--- src/pps_pkg.sv ---
// Shared types and constants for the preemptive priority scheduler.
`timescale 1ns / 1ps

package pps_pkg;

    localparam int SLOTS_DEF = 8;
    localparam int QDEPTH    = 2;

    localparam logic [31:0] TIME_MAX = 32'hFFFF_FFFF;

    typedef enum logic [1:0] {
        ST_ACCEPTED  = 2'd0,
        ST_REJECTED  = 2'd1,
        ST_RAN       = 2'd2,
        ST_IDLE_TICK = 2'd3
    } status_t;

    // Classified command handed from the front queue to the execution side.
    typedef struct packed {
        logic        is_tick;
        logic        slot_ok;
        logic [2:0]  slot;
        logic [7:0]  prio;
        logic [15:0] burst;
    } cmd_t;

    typedef struct packed {
        status_t     status;
        logic [2:0]  run_slot;
        logic        switched;
        logic        finished;
        logic [31:0] turnaround;
        logic [31:0] waiting;
        logic [31:0] now_time;
    } res_t;

endpackage

--- src/sched_req_if.sv ---
// Request channel: arrivals and ticks going into the scheduler.
`timescale 1ns / 1ps

interface sched_req_if;
    logic        valid;
    logic        ready;
    logic        kind;
    logic [2:0]  proc_slot;
    logic [7:0]  priority_req;
    logic [15:0] burst;

    modport source (output valid, kind, proc_slot, priority_req, burst, input ready);
    modport sink   (input valid, kind, proc_slot, priority_req, burst, output ready);
endinterface

--- src/sched_rsp_if.sv ---
// Response channel: one result item per request.
`timescale 1ns / 1ps

interface sched_rsp_if;
    logic        valid;
    logic        ready;
    logic [1:0]  status;
    logic [2:0]  run_slot;
    logic        switched;
    logic        finished;
    logic [31:0] turnaround;
    logic [31:0] waiting;
    logic [31:0] now_time;

    modport source (output valid, status, run_slot, switched, finished, turnaround,
                    waiting, now_time, input ready);
    modport sink   (input valid, status, run_slot, switched, finished, turnaround,
                    waiting, now_time, output ready);
endinterface

--- src/pps_front.sv ---
// Front end: classify incoming items and hold them in a short command queue.
`timescale 1ns / 1ps

module pps_front
    import pps_pkg::*;
#(
    parameter int SLOTS = SLOTS_DEF
)
(
    input  logic        clk,
    input  logic        rst_n,
    sched_req_if.sink   req,
    output logic        cmd_valid,
    input  logic        cmd_ready,
    output cmd_t        cmd
);

    localparam int PTR_W = (QDEPTH > 1) ? $clog2(QDEPTH) : 1;
    localparam int CNT_W = $clog2(QDEPTH + 1);

    cmd_t               q_mem_reg [QDEPTH];
    logic [PTR_W-1:0]   wr_ptr_reg, wr_ptr_next;
    logic [PTR_W-1:0]   rd_ptr_reg, rd_ptr_next;
    logic [CNT_W-1:0]   count_reg, count_next;
    cmd_t               cmd_in;
    logic               push;
    logic               pop;

    // Zero burst counts as one; out-of-table slots are flagged here.
    always_comb
    begin
        cmd_in.is_tick = req.kind;
        cmd_in.slot_ok = (32'(req.proc_slot) < 32'(SLOTS));
        cmd_in.slot    = req.proc_slot;
        cmd_in.prio    = req.priority_req;
        cmd_in.burst   = (req.burst == 16'd0) ? 16'd1 : req.burst;
    end

    assign req.ready = (count_reg != CNT_W'(QDEPTH));
    assign cmd_valid = (count_reg != '0);
    assign cmd       = q_mem_reg[rd_ptr_reg];
    assign push      = req.valid && req.ready;
    assign pop       = cmd_valid && cmd_ready;

    always_comb
    begin
        wr_ptr_next = wr_ptr_reg;
        rd_ptr_next = rd_ptr_reg;
        count_next  = count_reg;
        if (push)
        begin
            wr_ptr_next = (wr_ptr_reg == PTR_W'(QDEPTH - 1)) ? '0 : wr_ptr_reg + 1'b1;
        end
        if (pop)
        begin
            rd_ptr_next = (rd_ptr_reg == PTR_W'(QDEPTH - 1)) ? '0 : rd_ptr_reg + 1'b1;
        end
        if (push && !pop)
        begin
            count_next = count_reg + 1'b1;
        end
        else if (pop && !push)
        begin
            count_next = count_reg - 1'b1;
        end
    end

    always_ff @(posedge clk or negedge rst_n)
    begin
        if (!rst_n)
        begin
            wr_ptr_reg <= '0;
            rd_ptr_reg <= '0;
            count_reg  <= '0;
        end
        else
        begin
            wr_ptr_reg <= wr_ptr_next;
            rd_ptr_reg <= rd_ptr_next;
            count_reg  <= count_next;
        end
    end

    always_ff @(posedge clk)
    begin
        if (push)
        begin
            q_mem_reg[wr_ptr_reg] <= cmd_in;
        end
    end

endmodule

--- src/pps_back.sv ---
// Back end: slot table, best-process scan and result register.
`timescale 1ns / 1ps

module pps_back
    import pps_pkg::*;
#(
    parameter int SLOTS = SLOTS_DEF
)
(
    input  logic        clk,
    input  logic        rst_n,
    input  logic        cmd_valid,
    output logic        cmd_ready,
    input  cmd_t        cmd,
    sched_rsp_if.source rsp
);

    localparam int IDX_W = $clog2(SLOTS);

    typedef enum logic [5:0] {
        S_IDLE = 6'b000001,
        S_SCAN = 6'b000010,
        S_EXEC = 6'b000100,
        S_FIN  = 6'b001000,
        S_WAIT = 6'b010000,
        S_EMIT = 6'b100000
    } state_t;

    state_t             state_reg, state_next;
    logic [SLOTS-1:0]   busy_reg, busy_next;
    logic [7:0]         prio_mem   [SLOTS];
    logic [15:0]        rem_mem    [SLOTS];
    logic [15:0]        burst_mem  [SLOTS];
    logic [31:0]        arr_mem    [SLOTS];

    logic [IDX_W-1:0]   scan_reg, scan_next;
    logic               found_reg, found_next;
    logic [IDX_W-1:0]   best_idx_reg, best_idx_next;
    logic [7:0]         best_prio_reg, best_prio_next;
    logic [31:0]        best_arr_reg, best_arr_next;
    logic [31:0]        clock_reg, clock_next;
    logic               last_valid_reg, last_valid_next;
    logic [IDX_W-1:0]   last_idx_reg, last_idx_next;
    res_t               res_reg, res_next;
    res_t               out_reg, out_next;
    logic               out_valid_reg, out_valid_next;

    logic [IDX_W-1:0]   widx;
    logic               arr_we;
    logic               rem_we;
    logic [15:0]        rem_dec;
    logic [31:0]        clk_new;
    logic [31:0]        burst32;
    logic               cand;
    logic               load;

    assign cmd_ready = (state_reg == S_IDLE);
    assign widx      = IDX_W'(cmd.slot);
    assign clk_new   = (clock_reg == TIME_MAX) ? clock_reg : clock_reg + 32'd1;
    assign rem_dec   = (rem_mem[best_idx_reg] != 16'd0) ? rem_mem[best_idx_reg] - 16'd1
                                                        : 16'd0;
    assign burst32   = 32'(burst_mem[best_idx_reg]);
    assign load      = (state_reg == S_EMIT) && (!out_valid_reg || rsp.ready);

    // Lower priority value wins, then earlier arrival; equal keeps the lower slot.
    assign cand = busy_reg[scan_reg]
               && (!found_reg
                   || (prio_mem[scan_reg] < best_prio_reg)
                   || ((prio_mem[scan_reg] == best_prio_reg)
                       && (arr_mem[scan_reg] < best_arr_reg)));

    always_comb
    begin
        state_next      = state_reg;
        busy_next       = busy_reg;
        scan_next       = scan_reg;
        found_next      = found_reg;
        best_idx_next   = best_idx_reg;
        best_prio_next  = best_prio_reg;
        best_arr_next   = best_arr_reg;
        clock_next      = clock_reg;
        last_valid_next = last_valid_reg;
        last_idx_next   = last_idx_reg;
        res_next        = res_reg;
        out_next        = out_reg;
        arr_we          = 1'b0;
        rem_we          = 1'b0;

        case (state_reg)
            S_IDLE:
            begin
                if (cmd_valid)
                begin
                    if (cmd.is_tick)
                    begin
                        scan_next  = '0;
                        found_next = 1'b0;
                        state_next = S_SCAN;
                    end
                    else
                    begin
                        res_next          = '0;
                        res_next.now_time = clock_reg;
                        if (cmd.slot_ok && !busy_reg[widx])
                        begin
                            res_next.status = ST_ACCEPTED;
                            arr_we          = 1'b1;
                            busy_next[widx] = 1'b1;
                        end
                        else
                        begin
                            res_next.status = ST_REJECTED;
                        end
                        state_next = S_EMIT;
                    end
                end
            end
            S_SCAN:
            begin
                if (cand)
                begin
                    found_next     = 1'b1;
                    best_idx_next  = scan_reg;
                    best_prio_next = prio_mem[scan_reg];
                    best_arr_next  = arr_mem[scan_reg];
                end
                if (scan_reg == IDX_W'(SLOTS - 1))
                begin
                    state_next = S_EXEC;
                end
                else
                begin
                    scan_next = scan_reg + 1'b1;
                end
            end
            S_EXEC:
            begin
                clock_next        = clk_new;
                res_next          = '0;
                res_next.now_time = clk_new;
                state_next        = S_EMIT;
                if (!found_reg)
                begin
                    res_next.status = ST_IDLE_TICK;
                end
                else
                begin
                    res_next.status   = ST_RAN;
                    res_next.run_slot = 3'(best_idx_reg);
                    res_next.switched = !last_valid_reg || (last_idx_reg != best_idx_reg);
                    last_valid_next   = 1'b1;
                    last_idx_next     = best_idx_reg;
                    rem_we            = 1'b1;
                    if (rem_dec == 16'd0)
                    begin
                        busy_next[best_idx_reg] = 1'b0;
                        res_next.finished       = 1'b1;
                        state_next              = S_FIN;
                    end
                end
            end
            S_FIN:
            begin
                res_next.turnaround = clock_reg - best_arr_reg;
                state_next          = S_WAIT;
            end
            S_WAIT:
            begin
                res_next.waiting = (res_reg.turnaround >= burst32)
                                 ? res_reg.turnaround - burst32 : 32'd0;
                state_next       = S_EMIT;
            end
            S_EMIT:
            begin
                if (load)
                begin
                    out_next   = res_reg;
                    state_next = S_IDLE;
                end
            end
            default:
            begin
                state_next = S_IDLE;
            end
        endcase
    end

    // Hold the result until taken; a new one may load in the same cycle.
    assign out_valid_next = load ? 1'b1 : (rsp.ready ? 1'b0 : out_valid_reg);

    always_ff @(posedge clk or negedge rst_n)
    begin
        if (!rst_n)
        begin
            state_reg      <= S_IDLE;
            busy_reg       <= '0;
            scan_reg       <= '0;
            found_reg      <= 1'b0;
            clock_reg      <= '0;
            last_valid_reg <= 1'b0;
            last_idx_reg   <= '0;
            out_valid_reg  <= 1'b0;
        end
        else
        begin
            state_reg      <= state_next;
            busy_reg       <= busy_next;
            scan_reg       <= scan_next;
            found_reg      <= found_next;
            clock_reg      <= clock_next;
            last_valid_reg <= last_valid_next;
            last_idx_reg   <= last_idx_next;
            out_valid_reg  <= out_valid_next;
        end
    end

    always_ff @(posedge clk)
    begin
        best_idx_reg  <= best_idx_next;
        best_prio_reg <= best_prio_next;
        best_arr_reg  <= best_arr_next;
        res_reg       <= res_next;
        out_reg       <= out_next;
        if (arr_we)
        begin
            prio_mem[widx]  <= cmd.prio;
            rem_mem[widx]   <= cmd.burst;
            burst_mem[widx] <= cmd.burst;
            arr_mem[widx]   <= clock_reg;
        end
        else if (rem_we)
        begin
            rem_mem[best_idx_reg] <= rem_dec;
        end
    end

    assign rsp.valid      = out_valid_reg;
    assign rsp.status     = out_reg.status;
    assign rsp.run_slot   = out_reg.run_slot;
    assign rsp.switched   = out_reg.switched;
    assign rsp.finished   = out_reg.finished;
    assign rsp.turnaround = out_reg.turnaround;
    assign rsp.waiting    = out_reg.waiting;
    assign rsp.now_time   = out_reg.now_time;

    a_best_is_busy: assert property (@(posedge clk) disable iff (!rst_n)
        (state_reg == S_SCAN) && found_reg |-> busy_reg[best_idx_reg])
        else $error("scan picked a slot that is not busy");

    a_finish_only_on_run: assert property (@(posedge clk) disable iff (!rst_n)
        (state_reg == S_EMIT) && res_reg.finished |-> res_reg.status == ST_RAN)
        else $error("finished flag without a process run");

    a_clock_monotonic: assert property (@(posedge clk) disable iff (!rst_n)
        1'b1 |=> clock_reg >= $past(clock_reg))
        else $error("time went backward");

    a_arrival_one_step: assert property (@(posedge clk) disable iff (!rst_n)
        cmd_valid && cmd_ready && !cmd.is_tick |=> state_reg == S_EMIT)
        else $error("arrival did not go straight to result");

endmodule

--- src/preemptive_priority_scheduler.sv ---
// Top level of the preemptive priority scheduler: front queue and execution back end.
//
//   channel  dir  handshake        payload
//   req      in   valid / ready    kind, proc_slot, priority_req, burst
//   rsp      out  valid / ready    status, run_slot, switched, finished,
//                                  turnaround, waiting, now_time
//
// An arrival goes from idle straight to the result state in the back end; a tick runs
// the one-slot-per-cycle scan, then executes, and a completion adds turnaround and waiting.
// The front queue holds two items, so up to two requests are accepted while a tick runs.
// Reset clears the slot busy flags, the clock and the last-run record.
// A stalled response holds in the output register; the back end waits there.
`timescale 1ns / 1ps

module preemptive_priority_scheduler
    import pps_pkg::*;
#(
    parameter int SLOTS = SLOTS_DEF
)
(
    input  logic        clk,
    input  logic        rst_n,
    sched_req_if.sink   req,
    sched_rsp_if.source rsp
);

    logic cmd_valid;
    logic cmd_ready;
    cmd_t cmd;

    pps_front #(
        .SLOTS (SLOTS)
    ) u_front (
        .clk       (clk),
        .rst_n     (rst_n),
        .req       (req),
        .cmd_valid (cmd_valid),
        .cmd_ready (cmd_ready),
        .cmd       (cmd)
    );

    pps_back #(
        .SLOTS (SLOTS)
    ) u_back (
        .clk       (clk),
        .rst_n     (rst_n),
        .cmd_valid (cmd_valid),
        .cmd_ready (cmd_ready),
        .cmd       (cmd),
        .rsp       (rsp)
    );

endmodule

--- src/flat_wrapper.sv ---
// flat-port wrapper written by rule: the top's interface ports become plain ports
module preemptive_priority_scheduler_flat import pps_pkg::*;
#(
    parameter int SLOTS = SLOTS_DEF
)
  (clk, rst_n, req_valid, req_kind, req_proc_slot, req_priority_req, req_burst, req_ready, rsp_valid, rsp_status, rsp_run_slot, rsp_switched, rsp_finished, rsp_turnaround, rsp_waiting, rsp_now_time, rsp_ready);
  sched_req_if req_i ();
  sched_rsp_if rsp_i ();
  input  logic clk;
  input  logic rst_n;
  input wire logic [$bits(req_i.valid)-1:0] req_valid;
  input wire logic [$bits(req_i.kind)-1:0] req_kind;
  input wire logic [$bits(req_i.proc_slot)-1:0] req_proc_slot;
  input wire logic [$bits(req_i.priority_req)-1:0] req_priority_req;
  input wire logic [$bits(req_i.burst)-1:0] req_burst;
  output wire logic [$bits(req_i.ready)-1:0] req_ready;
  output wire logic [$bits(rsp_i.valid)-1:0] rsp_valid;
  output wire logic [$bits(rsp_i.status)-1:0] rsp_status;
  output wire logic [$bits(rsp_i.run_slot)-1:0] rsp_run_slot;
  output wire logic [$bits(rsp_i.switched)-1:0] rsp_switched;
  output wire logic [$bits(rsp_i.finished)-1:0] rsp_finished;
  output wire logic [$bits(rsp_i.turnaround)-1:0] rsp_turnaround;
  output wire logic [$bits(rsp_i.waiting)-1:0] rsp_waiting;
  output wire logic [$bits(rsp_i.now_time)-1:0] rsp_now_time;
  input wire logic [$bits(rsp_i.ready)-1:0] rsp_ready;
  assign req_i.valid = req_valid;
  assign req_i.kind = req_kind;
  assign req_i.proc_slot = req_proc_slot;
  assign req_i.priority_req = req_priority_req;
  assign req_i.burst = req_burst;
  assign req_ready = req_i.ready;
  assign rsp_valid = rsp_i.valid;
  assign rsp_status = rsp_i.status;
  assign rsp_run_slot = rsp_i.run_slot;
  assign rsp_switched = rsp_i.switched;
  assign rsp_finished = rsp_i.finished;
  assign rsp_turnaround = rsp_i.turnaround;
  assign rsp_waiting = rsp_i.waiting;
  assign rsp_now_time = rsp_i.now_time;
  assign rsp_i.ready = rsp_ready;
  preemptive_priority_scheduler #(.SLOTS(SLOTS)) u_core (.clk(clk), .rst_n(rst_n), .req(req_i), .rsp(rsp_i));
endmodule
--- config.mk ---
export PLATFORM = sky130hd
export DESIGN_NAME = preemptive_priority_scheduler_flat
export DESIGN_NICKNAME = d
export VERILOG_FILES = /design/src/pps_pkg.sv /design/src/sched_req_if.sv /design/src/sched_rsp_if.sv /design/src/pps_front.sv /design/src/pps_back.sv /design/src/preemptive_priority_scheduler.sv /design/src/flat_wrapper.sv
export SDC_FILE = /design/constraint.sdc
export NUM_CORES = 1
export LEC_CHECK = 0
export BUFFER_PORTS_ARGS = -buffer_cell sky130_fd_sc_hd__buf_4
export CORE_MARGIN = 2
export CORE_UTILIZATION = 35
export CTS_BUF_LIST = sky130_fd_sc_hd__clkbuf_2 sky130_fd_sc_hd__clkbuf_4 sky130_fd_sc_hd__clkbuf_8
export CTS_CLUSTER_DIAMETER = 30
export DETAILED_ROUTE_END_ITERATION = 8
export REMOVE_ABC_BUFFERS = 1
export SYNTH_ARGS = -nofsm -noshare
export SYNTH_HDL_FRONTEND = slang
export SYNTH_SLANG_ARGS = --single-unit
--- constraint.sdc ---
create_clock -name clk -period 6.9 [get_ports clk]
set_input_delay 0.345 -clock clk [delete_from_list [all_inputs] [get_ports clk]]
set_output_delay 0.345 -clock clk [all_outputs]
set_load 0.01 [all_outputs]
# Word level (Yosys, flattened, before mapping)
# Memory sizes are Yosys's and may differ from the RTL's. A register that Yosys moved wholly into a read port is not among the register bits.
# Cells that the tools add are included.
classes:
  add_sub_neg: 9
  mul: 0
  div: 0
  n_lt_le_gt_ge: 8
  n_eq_ne: 21
  n_shift: 0
  muxes: 67
  bitwise: 3
  n_reduce_logical: 41
ops:
  columns: ["operator", "count"]
  rows:
  - ["103-bit 2-to-1 mux", 2]
  - ["32-bit one-hot mux with 3 select lines", 2]
  - ["32-bit 2-to-1 mux", 2]
  - ["32-bit one-hot mux with 2 select lines", 1]
  - ["16-bit 2-to-1 mux", 3]
  - ["8-bit 2-to-1 mux", 5]
  - ["6-bit 2-to-1 mux", 6]
  - ["6-bit one-hot mux with 6 select lines", 1]
  - ["32-bit by 1-bit adder with 32-bit output, second input constant", 1]
  - ["32-bit equality test, second input constant", 1]
  - ["32-bit by 16-bit greater-or-equal comparator with 1-bit output", 1]
  - ["16-bit logical NOT", 2]
  - ["32-bit < comparator", 1]
  - ["32-bit by 16-bit subtractor with 32-bit output", 1]
  - ["32-bit subtractor", 1]
  - ["1-bit 2-to-1 mux", 28]
  - ["2-bit inequality test, second input constant", 10]
  - ["3-bit 2-to-1 mux", 6]
  - ["8-bit one-hot mux with 2 select lines", 1]
  - ["16-bit nonzero test", 1]
  - ["16-bit OR reduction", 1]
  - ["16-bit by 1-bit subtractor with 16-bit output, second input constant", 1]
  - ["7-bit one-hot mux with 2 select lines", 1]
  - ["3-bit by 4-bit < comparator with 1-bit output, second input constant", 3]
  - ["35 further kinds", 67]
totals:
  register_bits: 308
  latchBits: 0
  ram_bits: 632
  rom_bits: 0
  inputBits: 32
  out_inout_bits: 105
  word_cells: 182
  n_memories: 5
mem_list:
  columns: ["name", "depth", "word_bits", "rd", "rd_ports_with_merged_regs", "wr", "line_no", "rtl"]
  rows:
  - ["u_core.u_back.arr_mem", 8, 32, 1, 0, 1, "pps_back.sv:34", "logic [31:0] arr_mem [SLOTS];"]
  - ["u_core.u_back.burst_mem", 8, 16, 1, 1, 1, "pps_back.sv:33", "logic [15:0] burst_mem [SLOTS];"]
  - ["u_core.u_back.rem_mem", 8, 16, 1, 1, 1, "pps_back.sv:32", "logic [15:0] rem_mem [SLOTS];"]
  - ["u_core.u_back.prio_mem", 8, 8, 1, 0, 1, "pps_back.sv:31", "logic [7:0] prio_mem [SLOTS];"]
  - ["u_core.u_front.q_mem_reg", 2, 28, 1, 0, 1, "pps_front.sv:21", "cmd_t q_mem_reg [QDEPTH];"]

# Logic depth before layout (Yosys ltp)
# An unclocked memory read counts as a cell.
logic_depth:
  depth_word: 13
  mapped_depth: 20
  mapped_depth_nobuf: 14

# Modules after synthesis
# A second synthesis with hierarchy kept.
unflattened:
  hier_cells: 2270
  area_unflattened_um2: 39253.9
modules_own_cells:
  columns: ["mod", "instances", "cells_each", "area_each_um2", "seq_area_each_um2"]
  rows:
  - ["pps_back", 1, 2143, 36890.4, 26211.4]
  - ["pps_front", 1, 127, 2363.5, 1781.7]

# Worst setup path before layout
# No wires, ideal clock.
synth_timing:
  path_type: "flip-flop to flip-flop"
  start: "reg u_core.u_back.scan_reg[0]"
  end: "reg u_core.u_back.best_arr_reg[0], read port of u_core.u_back.arr_mem (enable)"
  setup_ns: 0.458
  t_arrival_ns: 5.848
  setup_slack_ns: 0.594
  path_stages_with_launch: 15
  n_path_buf: 2
  period_less_slack_ns: 6.306
  cell_sequence: "dfrtp_1 -> clkbuf_1 -> buf_1 -> mux4_2 -> mux2_2 -> ha_1 -> and4_1 -> a21oi_1 -> nand2_1 -> a221oi_1 -> o21ai_0 -> o21ai_0 -> nand3_1 -> a221o_1 -> a21oi_1"
synth_between:
  elab_chain_len: 6
  word_cells_on_any_way: 12
synth_rtl:
  columns: ["element", "line_no", "rtl"]
  rows:
  - ["start, declared", "pps_back.sv:36", "logic [IDX_W-1:0] scan_reg, scan_next;"]
  - ["start signal, assigned", "pps_back.sv:208", "scan_reg <= scan_next;"]
  - ["memory 8 x 32 bit or memory 8 x 8 bit (tied branches)", null, null]
  - ["32-bit < comparator (tied with other cells)", "pps_back.sv:70", "&& (arr_mem[scan_reg] < best_arr_reg)));"]
  - ["1-bit logical AND or 1-bit logical OR (tied branches)", "pps_back.sv:70, pps_back.sv:68", null]
  - ["1-bit logical OR", "pps_back.sv:69", "|| ((prio_mem[scan_reg] == best_prio_reg)"]
  - ["1-bit logical AND *", "pps_back.sv:67", "&& (!found_reg"]
  - ["2-bit AND reduction (no line) *", null, null]
  - ["end, declared", "pps_back.sv:40", "logic [31:0] best_arr_reg, best_arr_next;"]
# Every way passes the cells marked *; elsewhere a longest branch is shown, timed or not. The select of a mux whose other input is x is not followed.
# A chain may end at the register's enable or synchronous reset.

# Final worst setup path
layout_timing:
  start: "reg u_core.u_back.scan_reg[0]"
  end: "reg u_core.u_back.best_arr_reg[20], read port of u_core.u_back.arr_mem (enable)"
# Same word-level chain as after synthesis.

==> flow_results.org <==
** STA
- Final hold violations :: 0
- The clock period could shrink to 5.097 ns.
- Measured against its own limit, the worst slew margin works out to between 10% and 20%.
- At the pin with the least slew margin, the transition time is 1.219 ns.
- Fmax achieved :: 0.1962 GHz
- Setup violations remaining at the end of the flow were counted as 0.
- Final clock period utilization by the worst path :: 73.86%
- The worst path meets setup with 1.803 ns of slack.
- The final number of max-transition violations came to 0.
- For the final routed database, the setup TNS stands at 0 ns.
- On the final layout, the worst clock skew is 0.05348 ns.
- Unrepaired setup endpoints after global routing :: false

** Pwr
- Power spread over the standard cell area amounts to 373.9 mW/mm^2.
- Across the VDD grid, the largest voltage drop is 0.1981 mV.
- Leakage power figure :: 16.81 nW

** CTS
- After clock tree synthesis, the clock-pin slew on the worst setup and hold paths is 0.06 ns.
- H-tree level count :: 4
- Master cell of the clock root buffer :: sky130_fd_sc_hd__clkbuf_8
- Post-CTS repair changed the size of 0 cells.
- The clock reaches the later pin of the worst-skew pair after 0.85 ns.
- CTS Buf Count :: roughly 190
- Clock buffer depth :: 3
- Clock tree from TritonCTS :: built
- CTS saw 943 sinks.

** Placement
- OpenSTA, run right after detailed placement, puts the worst setup slack at between 1.5 and 2 ns.
- Summed over all nets, the half-perimeter wirelength after detailed placement is 59.49 mm.
- In this run, placement finished with an instance count of 3805.
- The congestion estimate from routability-driven global placement came to 0.8642.
- Number of buffers inserted by port buffering :: 136

** Die
- Die area :: 0.1143 sq mm
- Initial Utilization :: 35.29%
- In this run the horizontal extent of the chip is 338.0 um.
- The total area inside the core boundary comes to roughly 0.11 sq mm.
- The floorplan has around 120 rows.
- For this design the top-level I/O count stands at 137.
- Measured along the y axis, the die boundary spans 338.0 um.

** Yosys
- In this run, synthesis produced a sequential element count of 943.
- Number of warnings printed during yosys synthesis :: 0
- Among all flip-flop cells after synthesis, the most frequent one is sky130_fd_sc_hd__edfxtp_1.
- Mapped Avg Cell Area :: 17.50 sq um
- Post-synthesis cell type with the largest combined area :: sky130_fd_sc_hd__edfxtp_1
- Top post-synthesis cells by count :: sky130_fd_sc_hd__edfxtp_1 (881), sky130_fd_sc_hd__mux4_2 (144), sky130_fd_sc_hd__nor2_1 (133)
- Area contributors post-synth :: sky130_fd_sc_hd__edfxtp_1 (68%), sky130_fd_sc_hd__mux4_2 (8.3%), sky130_fd_sc_hd__dfrtp_1 (3.7%), sky130_fd_sc_hd__ha_1 (2.9%), sky130_fd_sc_hd__mux2_2 (2.1%)
- Of the post-synthesis cell area, the dominant cell type holds 67.75%.
- Cell area after synthesis :: a little under 0.04 sq mm
- Of the synthesized area, sequential elements account for 71.69%.
- Count of distinct cell types in the synthesized netlist :: 83
- Synthesized instance count :: 2231
- After synthesis, the share of flip-flops with an asynchronous set or reset is 6.257%.
- Most repeated cell in the gate-level netlist after synthesis :: sky130_fd_sc_hd__edfxtp_1
- Post-synth EDFFs :: 881

** Global route
- Global routing consumed, over all layers together, 16.48% of the routing resources.
- Sum of overflow across all layers after global routing :: 0
- The number of global-route vias before repair came to around 22000.
- Number of antenna violations at the first check in global routing :: 6
- The first global-routing pass estimated 139.1 mm of wire.
- Maximum number of pins on one net before global-route repair :: slightly above 60

** Final layout
- Ratio of cells with drive above 1 in the final layout :: 28.13%
- The net count of the finished layout is 2661.
- The register with the most flip-flops in the final layout is u_core.u_back.arr_mem.
- The register with the most flip-flops in the layout has roughly 260 of them.
- Post-route non-filler standard cell count :: 4184
- Largest registers :: u_core.u_back.arr_mem: 256 flops, u_core.u_back.burst_mem: 128 flops, u_core.u_back.rem_mem: 128 flops
- Compared with the post-synthesis result, the final layout area differs by 19.65%.
- For this run, the share of the core covered by cells in the final layout is a little over two fifths.

** Min path
- In this run the worst hold path is classified as in -> async.

** Setup path
- The critical path goes through buf_4 > mux4_2 > mux2_2 > ha_1 > a21o_1 > a21o_1 > a221oi_1 > o21ai_0 > o21ai_0 > nand3_1 > a221o_1 > a21oi_4 > buf_4.
- Data arrival time of the critical path :: 5.53 ns
- The slowest stage of the critical path belongs to the cell sky130_fd_sc_hd__dfrtp_4.
- Req. time, crit path :: roughly 7.3 ns
- Start point of the critical path :: u_core.u_back.scan_reg[0]
- Along the worst path, the maximum fanout reaches 38.
- By startpoint and endpoint, the worst setup path is classified as reg -> reg.
- Critical Path Max Stage Delay :: 0.79 ns
- Reg-to-reg startpoint :: u_core.u_back.scan_reg[0]
- Startpoint types :: register
- The worst setup path is captured at a register.

** Status
- The flow ran to the end, and the final reports show no timing, DRC or antenna violations.

** Run
- Max-capacitance violation count :: 0

** Drt
- Vias post-DR :: 21340
- Summed over all layers, the routed wires come to 93.44 mm.
- Post-detailed-route via-to-cell ratio :: 5.101
- 1st-pass router iterations :: 5
- After the first detailed-routing iteration, the DRC count stood at about 1500.
- WL per Instance :: 22.33 um
- DRC viols :: 0
- Post-route ant nets :: 0
[logic make-up (layout without fill, tap and decap cells)]
kind of cell | Yosys count | count (layout) | synth area share, %
AO/OA/AOI/OAI | 231 | 231 | 4.079
multiplexers | 265 | 265 | 11.66
flip-flops | 943 | 943 | 71.69
buffers and inverters | 150 | 614 | 1.567
AND/OR/NAND/NOR | 453 | 453 | 5.835
other | 0 | 1 | 0
XOR/XNOR | 96 | 96 | 2.153
adder cells (fa/ha/maj) | 93 | 93 | 3.018
[layout by cell type, fill, tap and decap left out, drive strengths merged, types with 9 or more instances in the layout]
cell type,n
o21ai,45
ha,91
inv,73
bufinv,25
clkbuf,231
nor4,16
or3,9
and2,13
o21a,12
nand3,32
edfxtp,881
nor3b,11
nor2b,19
mux2i,47
nor3,42
clkinv,58
buf,169
nand4,22
a21o,31
clkinvlp,26
mux2,74
and3,13
o21bai,11
nor2,135
mux4,144
dfrtp,58
o31ai,13
nand2,85
dlygate4sd3,32
a21oi,52
xnor2,68
xor2,28
nand2b,26
[cell type report]
class / instances / area, sq um
clock inverters: 115 / 1361
multi-input cells: 1138 / 10560
clock buffers: 231 / 2973
flip-flops and latches: 943 / 28010
inverters: 67 / 251.5
well taps: 1488 / 1862
repair buffers: 201 / 1702
diodes: 1 / 2.502
fillers: 9725 / 63940
[worst paths after layout]
check	endpoint	slack, ns	cells past startpoint
setup / recovery	u_core.u_back.best_arr_reg[20]	1.80	13
hold / removal	u_core.u_back.clock_reg[20]	0.19	3
setup reg to reg	u_core.u_back.best_arr_reg[20]	1.80	13
hold reg to reg	u_core.u_back.rsp.now_time[10]	0.39	0
max in group asynchronous	u_core.u_back.clock_reg[5]	5.66	3
min in group clk	u_core.u_front.q_mem_reg[1][10]	0.24	2
[power breakdown]
group / internal (mW) / switching, mW / total [mW]
Combinational: 1.29 / 2.05 / 3.33
Sequential: 7.28 / 0.498 / 7.78
Clock: 3.84 / 2.52 / 6.36
[worst max-delay path: cells and delay by family, from the launching register on]
family / cells / cell delay, ns
flip-flops: 1 / 0.79
AND/OR/NAND/NOR: 1 / 0.20
multiplexers: 2 / 0.84
AO/OA/AOI/OAI: 7 / 1.60
buffers and inverters: 2 / 1.00
adder cells (fa/ha/maj): 1 / 0.20
[metal layers]
layer	GRT usage (%)	wire [um]
met5	0	0
met2	25.58	43300
met4	5.296	2039
met3	4.067	6322
met1	22.78	41780
[timing repair]
action,in CTS,in global routing
setup buffers,0,0
hold buffers,32,0
endpoints found under the hold margin,118,0
[through the flow]
stage / instance area (sq um) / hold slack, ns / total power, mW
2_1_floorplan: 38690 / 0.04941 / 9.947
6_report: 46720 / 0.1924 / 17.47
4_1_cts: 46720 / 0.1502 / 17.66
5_1_grt: 46720 / 0.1707 / 18.24
3_5_place_dp: 42070 / 0.2372 / 11.24
3_3_place_gp: 42070 / 0.2310 / 11.15
Note: power is estimated with default switching activity, not from simulation.
